[src/sv/sorted_list_insert_delete_core_defines.svh]
// Assertion macros for the sorted list core.
`ifndef SORTED_LIST_INSERT_DELETE_CORE_DEFINES_SVH
`define SORTED_LIST_INSERT_DELETE_CORE_DEFINES_SVH

// Same-cycle implication, disabled in reset.
`define SLI_ASSERT_NOW(lbl, ante, cons, msg) \
  lbl: assert property (@(posedge clk_i) disable iff (!rst_ni) (ante) |-> (cons)) \
    else $error(msg);

// Next-cycle implication, disabled in reset.
`define SLI_ASSERT_NEXT(lbl, ante, cons, msg) \
  lbl: assert property (@(posedge clk_i) disable iff (!rst_ni) (ante) |=> (cons)) \
    else $error(msg);

`endif

[src/sv/sli_pkg.sv]
// Shared types and codes for the sorted list core.
`timescale 1ns / 1ps
package sli_pkg;

  localparam logic CMD_INSERT = 1'b0;
  localparam logic CMD_DELETE = 1'b1;

  typedef enum logic [1:0] {
    ST_DONE      = 2'd0,
    ST_NOT_FOUND = 2'd1,
    ST_FULL      = 2'd2
  } status_e;

  typedef enum logic [3:0] {
    S_IDLE,
    S_INS_RD,
    S_INS_CMP,
    S_INS_PUT,
    S_DEL_RD,
    S_DEL_CMP,
    S_SH_RD,
    S_SH_WR,
    S_HEAD_RD,
    S_HEAD_WAIT,
    S_OUT
  } state_e;

endpackage

[src/sv/sli_if.sv]
// Command and result channel interfaces.
`timescale 1ns / 1ps
interface sli_cmd_if;
  logic               valid;
  logic               ready;
  logic               command;
  logic signed [31:0] value;
  modport source (output valid, command, value, input ready);
  modport sink   (input valid, command, value, output ready);
endinterface

interface sli_res_if;
  logic               valid;
  logic               ready;
  logic [1:0]         status;
  logic [4:0]         entry_count;
  logic signed [31:0] smallest_value;
  logic               store_empty;
  modport source (output valid, status, entry_count, smallest_value, store_empty,
                  input ready);
  modport sink   (input valid, status, entry_count, smallest_value, store_empty,
                  output ready);
endinterface

[src/sv/sli_mem.sv]
// Entry memory: one write port, one registered read port.
`timescale 1ns / 1ps
module sli_mem #(
  parameter int Depth = 16,
  parameter int AW    = 4
) (
  input  logic               clk_i,
  input  logic               we_i,
  input  logic [AW-1:0]      waddr_i,
  input  logic signed [31:0] wdata_i,
  input  logic [AW-1:0]      raddr_i,
  output logic signed [31:0] rdata_o
);

  logic signed [31:0] mem [Depth];

  always_ff @(posedge clk_i) begin
    if (we_i) begin
      mem[waddr_i] <= wdata_i;
    end
  end

  always_ff @(posedge clk_i) begin
    rdata_o <= mem[raddr_i];
  end

endmodule

[src/sv/sli_ctrl.sv]
// Sequencer: search, shift and result register around the entry memory.
`timescale 1ns / 1ps
`include "sorted_list_insert_delete_core_defines.svh"
module sli_ctrl #(
  parameter int Capacity = 16,
  parameter int AW       = 4,
  parameter int CW       = 5
) (
  input  logic               clk_i,
  input  logic               rst_ni,
  sli_cmd_if.sink            cmd_i,
  sli_res_if.source          res_o,
  output logic               we_o,
  output logic [AW-1:0]      waddr_o,
  output logic signed [31:0] wdata_o,
  output logic [AW-1:0]      raddr_o,
  input  logic signed [31:0] rdata_i
);
  import sli_pkg::*;

  localparam logic [CW-1:0] CapC = CW'(Capacity);

  state_e             state_q, state_d;
  logic signed [31:0] val_q, val_d;
  logic [CW-1:0]      idx_q, idx_d;
  logic [CW-1:0]      cnt_q, cnt_d;
  status_e            stat_q, stat_d;
  logic signed [31:0] head_q, head_d;
  logic               ov_q, ov_d;
  status_e            ostat_q, ostat_d;
  logic [4:0]         ocnt_q, ocnt_d;
  logic signed [31:0] ohead_q, ohead_d;
  logic               oempty_q, oempty_d;
  logic [CW-1:0]      nxt, prv, raddr;
  logic               cmd_xfer;

  assign nxt      = idx_q + 1'b1;
  assign prv      = idx_q - 1'b1;
  assign cmd_xfer = cmd_i.valid && cmd_i.ready;
  assign raddr_o  = raddr[AW-1:0];

  always_comb begin
    state_d  = state_q;
    val_d    = val_q;
    idx_d    = idx_q;
    cnt_d    = cnt_q;
    stat_d   = stat_q;
    head_d   = head_q;
    ov_d     = ov_q && !res_o.ready;
    ostat_d  = ostat_q;
    ocnt_d   = ocnt_q;
    ohead_d  = ohead_q;
    oempty_d = oempty_q;
    we_o     = 1'b0;
    waddr_o  = idx_q[AW-1:0];
    wdata_o  = val_q;
    raddr    = idx_q;
    cmd_i.ready = (state_q == S_IDLE);
    case (state_q)
      S_IDLE: begin
        if (cmd_xfer) begin
          val_d  = cmd_i.value;
          stat_d = ST_DONE;
          if (cmd_i.command == CMD_INSERT) begin
            if (cnt_q == CapC) begin
              stat_d  = ST_FULL;
              state_d = S_HEAD_RD;
            end else if (cnt_q == '0) begin
              we_o    = 1'b1;
              waddr_o = '0;
              wdata_o = cmd_i.value;
              cnt_d   = cnt_q + 1'b1;
              state_d = S_HEAD_RD;
            end else begin
              idx_d   = cnt_q;
              state_d = S_INS_RD;
            end
          end else begin
            if (cnt_q == '0) begin
              stat_d  = ST_NOT_FOUND;
              state_d = S_HEAD_RD;
            end else begin
              idx_d   = '0;
              state_d = S_DEL_RD;
            end
          end
        end
      end
      S_INS_RD: begin
        raddr   = prv;
        state_d = S_INS_CMP;
      end
      S_INS_CMP: begin
        if (rdata_i < val_q) begin
          state_d = S_INS_PUT;
        end else begin
          we_o    = 1'b1;
          wdata_o = rdata_i;
          idx_d   = prv;
          state_d = (prv == '0) ? S_INS_PUT : S_INS_RD;
        end
      end
      S_INS_PUT: begin
        we_o    = 1'b1;
        cnt_d   = cnt_q + 1'b1;
        state_d = S_HEAD_RD;
      end
      S_DEL_RD: begin
        state_d = S_DEL_CMP;
      end
      S_DEL_CMP: begin
        if (rdata_i == val_q) begin
          if (nxt < cnt_q) begin
            state_d = S_SH_RD;
          end else begin
            cnt_d   = cnt_q - 1'b1;
            state_d = S_HEAD_RD;
          end
        end else if (nxt == cnt_q) begin
          stat_d  = ST_NOT_FOUND;
          state_d = S_HEAD_RD;
        end else begin
          idx_d   = nxt;
          state_d = S_DEL_RD;
        end
      end
      S_SH_RD: begin
        raddr   = nxt;
        state_d = S_SH_WR;
      end
      S_SH_WR: begin
        we_o    = 1'b1;
        wdata_o = rdata_i;
        idx_d   = nxt;
        if (nxt + 1'b1 < cnt_q) begin
          state_d = S_SH_RD;
        end else begin
          cnt_d   = cnt_q - 1'b1;
          state_d = S_HEAD_RD;
        end
      end
      S_HEAD_RD: begin
        raddr   = '0;
        state_d = S_HEAD_WAIT;
      end
      S_HEAD_WAIT: begin
        head_d  = (cnt_q == '0) ? 32'sd0 : rdata_i;
        state_d = S_OUT;
      end
      S_OUT: begin
        if (!ov_q || res_o.ready) begin
          ov_d     = 1'b1;
          ostat_d  = stat_q;
          ocnt_d   = 5'(cnt_q);
          ohead_d  = head_q;
          oempty_d = (cnt_q == '0);
          state_d  = S_IDLE;
        end
      end
      default: state_d = S_IDLE;
    endcase
  end

  always_ff @(posedge clk_i or negedge rst_ni) begin
    if (!rst_ni) begin
      state_q <= S_IDLE;
      cnt_q   <= '0;
      ov_q    <= 1'b0;
    end else begin
      state_q <= state_d;
      cnt_q   <= cnt_d;
      ov_q    <= ov_d;
    end
  end

  always_ff @(posedge clk_i) begin
    val_q    <= val_d;
    idx_q    <= idx_d;
    stat_q   <= stat_d;
    head_q   <= head_d;
    ostat_q  <= ostat_d;
    ocnt_q   <= ocnt_d;
    ohead_q  <= ohead_d;
    oempty_q <= oempty_d;
  end

  assign res_o.valid          = ov_q;
  assign res_o.status         = ostat_q;
  assign res_o.entry_count    = ocnt_q;
  assign res_o.smallest_value = ohead_q;
  assign res_o.store_empty    = oempty_q;

  `SLI_ASSERT_NOW(a_cnt_max, 1'b1, cnt_q <= CapC, "entry count above capacity")
  `SLI_ASSERT_NEXT(a_cnt_step, 1'b1,
    (cnt_q == $past(cnt_q)) || (cnt_q == $past(cnt_q) + 1'b1) ||
    (cnt_q == $past(cnt_q) - 1'b1), "entry count moved by more than one")
  `SLI_ASSERT_NEXT(a_full_drop, cmd_xfer && cmd_i.command == CMD_INSERT && cnt_q == CapC,
    cnt_q == CapC && stat_q == ST_FULL, "insert into full store not dropped")
  `SLI_ASSERT_NOW(a_wr_range, we_o, idx_q < CapC || state_q == S_IDLE,
    "write beyond capacity")
endmodule

[src/sv/sorted_list_insert_delete_core.sv]
// Sorted list core top level.
// Keeps up to CAPACITY signed 32-bit values in ascending order in a single
// memory with one write and one registered read port. Each command yields one
// result transfer. An insert reads entries from the tail and shifts up each one
// not below the new value until it reaches its sorted place; a delete searches
// from the head and shifts the later entries down. An insert into an empty
// store, a full insert or an empty delete needs no search. One command is in
// flight at a time; the result register lets the next command in while a
// result waits to be taken, and that command holds in its output step until
// the waiting result is taken.
`timescale 1ns / 1ps
module sorted_list_insert_delete_core #(
  parameter int CAPACITY = 16
) (
  input  logic      clk_i,
  input  logic      rst_ni,
  sli_cmd_if.sink   cmd_i,
  sli_res_if.source res_o
);
  import sli_pkg::*;

  localparam int AW = (CAPACITY > 1) ? $clog2(CAPACITY) : 1;
  localparam int CW = $clog2(CAPACITY + 1);

  logic               we;
  logic [AW-1:0]      waddr, raddr;
  logic signed [31:0] wdata, rdata;

  sli_ctrl #(.Capacity(CAPACITY), .AW(AW), .CW(CW)) u_ctrl (
    .clk_i   (clk_i),
    .rst_ni  (rst_ni),
    .cmd_i   (cmd_i),
    .res_o   (res_o),
    .we_o    (we),
    .waddr_o (waddr),
    .wdata_o (wdata),
    .raddr_o (raddr),
    .rdata_i (rdata)
  );

  sli_mem #(.Depth(CAPACITY), .AW(AW)) u_mem (
    .clk_i   (clk_i),
    .we_i    (we),
    .waddr_i (waddr),
    .wdata_i (wdata),
    .raddr_i (raddr),
    .rdata_o (rdata)
  );
endmodule

[src/flat_wrapper.sv]
// flat-port wrapper written by rule: the top's interface ports become plain ports
module sorted_list_insert_delete_core_flat import sli_pkg::*;
#(
  parameter int CAPACITY = 16
)
  (clk_i, rst_ni, cmd_i_valid, cmd_i_command, cmd_i_value, cmd_i_ready, res_o_valid, res_o_status, res_o_entry_count, res_o_smallest_value, res_o_store_empty, res_o_ready);
  sli_cmd_if cmd_i_i ();
  sli_res_if res_o_i ();
  input  logic clk_i;
  input  logic rst_ni;
  input wire logic [$bits(cmd_i_i.valid)-1:0] cmd_i_valid;
  input wire logic [$bits(cmd_i_i.command)-1:0] cmd_i_command;
  input wire logic [$bits(cmd_i_i.value)-1:0] cmd_i_value;
  output wire logic [$bits(cmd_i_i.ready)-1:0] cmd_i_ready;
  output wire logic [$bits(res_o_i.valid)-1:0] res_o_valid;
  output wire logic [$bits(res_o_i.status)-1:0] res_o_status;
  output wire logic [$bits(res_o_i.entry_count)-1:0] res_o_entry_count;
  output wire logic [$bits(res_o_i.smallest_value)-1:0] res_o_smallest_value;
  output wire logic [$bits(res_o_i.store_empty)-1:0] res_o_store_empty;
  input wire logic [$bits(res_o_i.ready)-1:0] res_o_ready;
  assign cmd_i_i.valid = cmd_i_valid;
  assign cmd_i_i.command = cmd_i_command;
  assign cmd_i_i.value = cmd_i_value;
  assign cmd_i_ready = cmd_i_i.ready;
  assign res_o_valid = res_o_i.valid;
  assign res_o_status = res_o_i.status;
  assign res_o_entry_count = res_o_i.entry_count;
  assign res_o_smallest_value = res_o_i.smallest_value;
  assign res_o_store_empty = res_o_i.store_empty;
  assign res_o_i.ready = res_o_ready;
  sorted_list_insert_delete_core #(.CAPACITY(CAPACITY)) u_core (.clk_i(clk_i), .rst_ni(rst_ni), .cmd_i(cmd_i_i), .res_o(res_o_i));
endmodule
[config.mk]
export PLATFORM = sky130hd
export DESIGN_NAME = sorted_list_insert_delete_core_flat
export DESIGN_NICKNAME = d
export VERILOG_FILES = /design/src/sv/sli_pkg.sv /design/src/sv/sli_if.sv /design/src/sv/sli_mem.sv /design/src/sv/sli_ctrl.sv /design/src/sv/sorted_list_insert_delete_core.sv /design/src/flat_wrapper.sv
export VERILOG_INCLUDE_DIRS = /design/src /design/src/sv
export SDC_FILE = /design/constraint.sdc
export NUM_CORES = 1
export LEC_CHECK = 0
export ABC_CLOCK_PERIOD_IN_PS = 6400
export BUFFER_PORTS_ARGS = -buffer_cell sky130_fd_sc_hd__buf_2
export CAP_MARGIN = 15
export CORE_MARGIN = 4
export CORE_UTILIZATION = 50
export CTS_BUF_LIST = sky130_fd_sc_hd__clkbuf_8
export CTS_CLUSTER_DIAMETER = 30
export DETAILED_ROUTE_END_ITERATION = 6
export PLACE_DENSITY_LB_ADDON = 0.12
export SLEW_MARGIN = 20
export SYNTH_ARGS = -nofsm -noshare
export SYNTH_HDL_FRONTEND = slang
export SYNTH_HIERARCHICAL = 1
export SYNTH_SLANG_ARGS = --single-unit
export TNS_END_PERCENT = 5
[constraint.sdc]
create_clock -name clk_i -period 6.4 [get_ports clk_i]
set_input_delay 0.32 -clock clk_i [delete_from_list [all_inputs] [get_ports clk_i]]
set_output_delay 0.32 -clock clk_i [all_outputs]
set_load 0.1 [all_outputs]
==> run metrics, run 1 <==
critical path type reg -> reg; outcome complete, no violations; DR vias/cell 6.03; pin count of the biggest net entering global routing slightly above 60; worst slew pin tran 1110 ps; Pins Over Slew Limit 0; CP Capture Type flip-flop; routed vias 15.4k; prevailing post-synth register cell edfxtp_1; WP depth 11; Nets approximately 1.8k; top cells by count, synth 623 x edfxtp_1, 128 x mux4_2, 69 x nand2_1; power per cell area around 580 nW/um^2; Core Box Area 53,800 sq um; Arrival @ worst endpoint 5460 ps; Cells after Synth 1,535; maximum clock rate 0.196 GHz; total CTS buffers 133; final hold violation count 0; Area Growth Syn to Fin 17.3%; EDFF count, synth roughly 620; first-pass GRT wire length 98,100 um; clk root buf clkbuf_8; Reg-to-Reg End u_core/u_mem/mem[3][13]$_DFFE_PP_; P_leak 10.9 nW; Slew Limit Headroom 0.258; Routed WL 66,100 um; boundary pin count 79; vias in the first global route between 15k and 20k; layout cells sized above 1 0.264; top cells by area, synth edfxtp_1 69%, mux4_2 11%, dfxtp_1 2.4%; RSZ-0062 raised after global routing false; Net Switching 0.00685 W; Logic pwr share 0.405; peak per-stage delay on the critical path 870 ps; Synth Cell Area 27,200 sq um; Detailed Route Iter0 Violations slightly below 2k; Die Height 241 um; clock power share 0.241; Synth Area per Inst ~18 sq um; crit-path cells inv_1, ha_1, nand4_1, nor4_1, o31a_2, buf_4, nor3b_4, nor4_1, o21a_1, or3b_2, nor2_4; Slowest-stage cell, CP nor2_4; drt pass-1 iters 6; total negative slack 0 ps; Seq cells post-synth 665; Avg WL per Cell 26.0 um; Worst Setup SP u_core/u_ctrl/val_q[31]$_DFFE_PP_; # fillers 4,016; smallest hold slack 301 ps; routability cong. 0.867; Reg power frac 0.353; Place WS 1310 ps; sequential area share after synthesis 0.722; hpwl dp 42,000 um; Worst IR Drop VDD between 0.4 and 0.5 mV; CTS H-tree lvls 4; CP bufs+invs 2; Finish-stage setup viols 0; Tot GR Track Use 0.232; initial antenna violation count 2; Net Count, Synth 1,622; Worst setup endpoint u_core/u_mem/mem[3][13]$_DFFE_PP_; max cap viols 0; Top cell by count, worst path nor4_1; Period minus WS final about 5000 ps; die area 58,100 sq um; fin worst setup slack 1310 ps; dpl cells 2,266; clk_skew 33.2 ps; P_int 0.0115 W; Starting Density 0.505; IO Port Bufs 78; FF-to-FF Start u_core/u_ctrl/val_q[31]$_DFFE_PP_; Setup Buffers After CTS 0; Worst setup SP type flip-flop; Worst Hold Class in -> reg; switch share 0.374; Post-Layout Cell Count 2,546; Resized Gates After CTS 0; FF-to-FF setup slack 1310 ps; CP delay by family, top simple AND/OR/NAND/NOR gates; Ys Warns 6; CP required 6770 ps; Clk Latency, worst-skew pair between 700 and 800 ps; drt drc 0; TritonCTS Sinks between 600 and 700; # rows 85; Post-DRT Antenna Nets 0; DIE WIDTH approximately 240 um; distinct cell type count after synthesis 73; Worst-path clk slew 60 ps; R2R depth 11; top-count cell post-synth edfxtp_1; CTS tree built; Final period util 0.796; CP max FO 32; Bufs on Longest Clock Path 3; GR Overflow Total 0; Synth area leader edfxtp_1; Synth top area share 0.689; Async SR Flop Fraction 0.0150
## kinds of logic after synthesis
family / synth area share
AO/OA/AOI/OAI: 0.0633
XOR/XNOR: 0.00516
adder cells (fa/ha/maj): 0.0233
buffers and inverters: 0.0223
flip-flops: 0.722
multiplexers: 0.108
AND/OR/NAND/NOR: 0.0564
## power by group through the flow
stage | combinational [W] | sequential (W) | clock, W
floorplan | 0.00489 | 0.00646 | 0
global placement | 0.00726 | 0.00654 | 0
detailed placement | 0.00741 | 0.00656 | 0
CTS | 0.00745 | 0.00647 | 0.00453
global route | 0.00798 | 0.00653 | 0.00475
finish | 0.00743 | 0.00648 | 0.00442
## sequential cells by signal, summed over array words and instances (netlist names), 4 cells and up
register / count
u_core/u_ctrl/val_q: 32
u_core/u_ctrl/cnt_q: 5
u_core/u_mem/rdata_o: 32
u_core/u_ctrl/res_o.smallest_value: 32
u_core/u_ctrl/res_o.entry_count: 5
u_core/u_ctrl/idx_q: 5
u_core/u_ctrl/state_q: 4
u_core/u_mem/mem: 512
u_core/u_ctrl/head_q: 32
## stage by stage
stage	utilization	power (W)	area, sq um
after detailed placement	0.533	0.0140	28700
after floorplan	-	0.0114	27200
final	0.592	0.0183	31900
after CTS	0.591	0.0185	31800
after global placement	0.530	0.0138	28500
after global routing	0.592	0.0193	31900
## worst reg2reg max path, cell delays in order, from the launching register on
cell and delay (ps):
edfxtp_1 350, inv_1 70, ha_1 690, nand4_1 260
nor4_1 640, o31a_2 260, buf_4 300, nor3b_4 140
nor4_1 200, o21a_1 300, or3b_2 600, nor2_4 870
## how the worst min path moves through the flow
stage / startpoint / endpoint / cells past startpoint
after floorplan: rst_ni / u_core/u_ctrl/cnt_q[0]$_DFFE_PN0P_ / 0
after global placement: rst_ni / u_core/u_ctrl/cnt_q[3]$_DFFE_PN0P_ / 1
after detailed placement: rst_ni / u_core/u_ctrl/cnt_q[2]$_DFFE_PN0P_ / 1
after CTS: cmd_i_value[9] / u_core/u_ctrl/val_q[9]$_DFFE_PP_ / 2
after global routing: cmd_i_value[13] / u_core/u_ctrl/val_q[13]$_DFFE_PP_ / 2
final: cmd_i_value[13] / u_core/u_ctrl/val_q[13]$_DFFE_PP_ / 2
## cell type report
type | count | area (sq um) | area share
Antenna cell | 2 | 5.00 | 0.000157
Clock buffer | 139 | 1910 | 0.0600
Clock inverter | 100 | 850 | 0.0267
Inverter | 57 | 214 | 0.00671
Multi-Input combinational cell | 728 | 7130 | 0.224
Sequential cell | 665 | 19600 | 0.615
Tap cell | 696 | 871 | 0.0273
Timing Repair Buffer | 159 | 1290 | 0.0404
## layout by cell type, fill, tap and decap left out, types with 7 or more instances in the layout
| master | synthesis | routed |
|---|---|---|
| clkinv_2 | 0 | 18 |
| a311oi_1 | 12 | 12 |
| a221o_1 | 18 | 18 |
| clkinvlp_4 | 0 | 14 |
| nand4_1 | 23 | 23 |
| ha_1 | 49 | 49 |
| mux4_2 | 128 | 128 |
| dlygate4sd3_1 | 0 | 37 |
| nand2_1 | 69 | 69 |
| o21a_1 | 7 | 7 |
| nor3_1 | 23 | 18 |
| dfxtp_1 | 32 | 32 |
| a222oi_1 | 12 | 12 |
| nor4_1 | 16 | 16 |
| nor2_4 | 0 | 14 |
| inv_1 | 54 | 73 |
| dfrtp_1 | 10 | 10 |
| a21oi_1 | 49 | 49 |
| nor2b_1 | 27 | 25 |
| o21ai_0 | 25 | 25 |
| nand3_1 | 24 | 24 |
| edfxtp_1 | 623 | 623 |
| bufinv_16 | 0 | 13 |
| xor2_1 | 7 | 7 |
| or3_1 | 14 | 14 |
| buf_2 | 12 | 78 |
| clkinv_1 | 1 | 26 |
| and2_1 | 18 | 17 |
| xnor2_1 | 9 | 9 |
| buf_4 | 11 | 32 |
| a22oi_1 | 66 | 66 |
| clkbuf_8 | 0 | 139 |
| nor2_1 | 51 | 35 |
## what timing repair did
| item | 4_1_cts | 5_1_grt |
|---|---|---|
| endpoints found under the setup margin | 0 | 0 |
| endpoints found under the hold margin | 47 | 0 |
| hold buffers | 37 | 0 |
## layer usage
layer  wire length (um)  part of all wire  track usage  up-vias
met5                  0                 0            0        -
met4               1390             0.021       0.0755        0
met3               4650             0.070       0.0483       97
met2              31000              0.47        0.356      622
met1              29100              0.44        0.340     7934
li1                   -                 -            -     6707
Note: power is estimated with default switching activity, not from simulation.
==> inputs of run 2 (changes only) <==
--- a/config.mk
+++ b/config.mk
@@ -6,7 +6,7 @@
 export SDC_FILE = /design/constraint.sdc
 export NUM_CORES = 1
 export LEC_CHECK = 0
-export ABC_CLOCK_PERIOD_IN_PS = 6400
+export ABC_CLOCK_PERIOD_IN_PS = 4500
 export BUFFER_PORTS_ARGS = -buffer_cell sky130_fd_sc_hd__buf_2
 export CAP_MARGIN = 15
 export CORE_MARGIN = 4
==> constraint.sdc (replaced) <==
create_clock -name clk_i -period 4.5 [get_ports clk_i]
set_input_delay 0.225 -clock clk_i [delete_from_list [all_inputs] [get_ports clk_i]]
set_output_delay 0.225 -clock clk_i [all_outputs]
set_load 0.1 [all_outputs]
==> run metrics, run 2 (synthesis gave the netlist of run 1 again) <==
Final period util 0.894 (+0.0987); clk_skew 37.0 ps (+3.81 ps); most common cell after layout, fill and taps aside edfxtp_1; Post-DRT Antenna Nets 0 (unchanged); vias in the first global route 15.7k (+2.0%); drt pass-1 iters 7 (+1); Setup Buffers After CTS 0 (unchanged); Bufs on Longest Clock Path 3 (unchanged); Nets 1,865 (+1.9%); CTS H-tree lvls 4 (unchanged); Avg WL per Cell 26.4 um (+1.5%); IO Port Bufs 78 (unchanged); register area 19,600 sq um (unchanged); layout cells sized above 1 0.281 (+0.0165); Die Height 241 um (unchanged); clk root buf clkbuf_8; Routed WL 68,200 um (+3.2%); Worst-path clk slew 50 ps (about the same); maximum clock rate 0.249 GHz (+27%); # rows 85 (unchanged); Pins Over Slew Limit 0 (unchanged); CP delay by family, top compound AO/OA/AOI/OAI gates; TritonCTS Sinks 665 (unchanged); FF-to-FF Start u_core/u_ctrl/val_q[15]$_DFFE_PP_; Worst Hold Class in -> reg; Top cell by count, worst path buf_4; Detailed Route Iter0 Violations 1,655 (-14%); pin count of the biggest net entering global routing 73 (+18%); CP max FO 16 (-50%); DIE WIDTH 241 um (unchanged); max cap viols 0 (unchanged); Tot GR Track Use 0.240 (+0.00709); Area after DPL 28,900 sq um (+0.87%); CP Capture Type flip-flop; max reg flops 512 (unchanged); routed vias 15.6k (+1.7%); failing checks DRC; outcome complete, but fails checks; Starting Density 0.505 (unchanged); Core Box Area 53,800 sq um (unchanged); R2R depth 11 (unchanged); Slew Limit Headroom 0.330 (+0.0716); Worst setup SP type flip-flop; initial antenna violation count 1 (-1); Resized Gates After CTS 0 (unchanged); Arrival @ worst endpoint 4520 ps (-940 ps); crit-path cells inv_1, ha_1, nand4_1, nor4_1, a21boi_2, o31a_2, nor3b_4, buf_4, o31ai_2, buf_4, a221o_1; CTS tree built; critical path type reg -> reg; worst hold path stage count 2 (unchanged); first-pass GRT wire length 101,000 um (+3.2%); Slowest-stage cell, CP o31ai_2; final hold violation count 0 (unchanged); hpwl dp 41,800 um (-0.61%); HP Start cmd_i_value[23]; Reg-to-Reg End u_core/u_mem/mem[10][12]$_DFFE_PP_; Area Growth Syn to Fin 18.4%; DR vias/cell 6.04 (about the same); total CTS buffers 135 (+1.5%); peak per-stage delay on the critical path 800 ps (-70 ps); Hold-fix buffers, CTS 37 (unchanged); commonest non-fill, non-tap cells in the layout 623 x edfxtp_1, 138 x clkbuf_8, 128 x mux4_2, 78 x buf_2, 75 x inv_1; RSZ-0062 raised after global routing false; Period minus WS final 4020 ps (-1070 ps); boundary pin count 79 (unchanged); CP bufs+invs 3 (+1); hold path endpoint u_core/u_ctrl/val_q[23]$_DFFE_PP_; P_leak 11.1 nW (+2.0%); Total Power 0.0261 W (+43%); drt drc 2 (+2); CP required 4990 ps (-1780 ps); Finish-stage setup viols 0 (unchanged); die area 58,100 sq um (unchanged); power per cell area 813 nW/um^2 (+41%); design area 32,100 sq um (+0.87%); Worst IR Drop VDD 0.545 mV (+11%); Clk Latency, worst-skew pair 780 ps (+20 ps); routability cong. 0.881 (+1.6%); area of the multi-input gates 7150 sq um (+0.26%); # fillers 4,040 (+0.60%); Largest Register u_core/u_mem/mem; GR Overflow Total 0 (unchanged); worst slew pin tran 999 ps (-111 ps); FF-to-FF setup slack 480 ps (-830 ps)
## run 2: changes by cell type in the layout (fill, tap and decap cells not counted), sizes merged
cell / previous run / this run
inv: 82 / 86
buf: 122 / 154
clkinvlp: 14 / 10
clkbuf: 139 / 138
clkinv: 48 / 57
bufinv: 13 / 14
## run 2: area by class of cell
class | instances | share of cell area
Antenna cell | 2 | 0.000156
Clock inverter | 110 | 0.0288
Inverter | 57 | 0.00666
Sequential cell | 665 | 0.610
Clock buffer | 138 | 0.0591
Tap cell | 696 | 0.0271
Multi-Input combinational cell | 728 | 0.222
Timing Repair Buffer | 191 | 0.0461
## run 2: metrics by stage
step / util / setup TNS (ps) / setup slack, ps / hold WS [ps] / cells
final: 0.597 / 0 / 476 / 200 / 2587
after global routing: 0.597 / 0 / 291 / 170 / 2586
after detailed placement: 0.538 / 0 / 592 / 114 / 2300
after global placement: 0.538 / 0 / 691 / 113 / 2300
after floorplan: - / -54160 / -564 / -70.6 / 1535
after CTS: 0.597 / 0 / 522 / 124 / 2585
## run 2: worst max path at each step
stage / startpoint / end / slack (ps) / depth (start not counted)
floorplan: u_core/u_ctrl/state_q[1]$_DFFE_PN0P_ / u_core/u_mem/mem[12][0]$_DFFE_PP_ / -560 / 10
global placement: u_core/u_ctrl/val_q[29]$_DFFE_PP_ / u_core/u_mem/mem[14][12]$_DFFE_PP_ / 690 / 10
detailed placement: u_core/u_ctrl/val_q[29]$_DFFE_PP_ / u_core/u_mem/mem[14][12]$_DFFE_PP_ / 590 / 10
CTS: u_core/u_ctrl/val_q[14]$_DFFE_PP_ / u_core/u_mem/mem[14][16]$_DFFE_PP_ / 520 / 11
global route: u_core/u_ctrl/val_q[13]$_DFFE_PP_ / u_core/u_mem/mem[14][16]$_DFFE_PP_ / 290 / 11
finish: u_core/u_ctrl/val_q[15]$_DFFE_PP_ / u_core/u_mem/mem[10][12]$_DFFE_PP_ / 480 / 11
## run 2: power breakdown
group          total (W)  switching, W  internal [W]
registers        0.00912      0.000440       0.00868
clock network    0.00641       0.00270       0.00372
logic             0.0106       0.00644       0.00416
total             0.0261       0.00957        0.0166
## run 2: layer usage
metal	wire (um)	GRT usage
met1	29300	0.341
met2	32200	0.367
met3	5340	0.0591
met4	1430	0.0849
met5	0	0
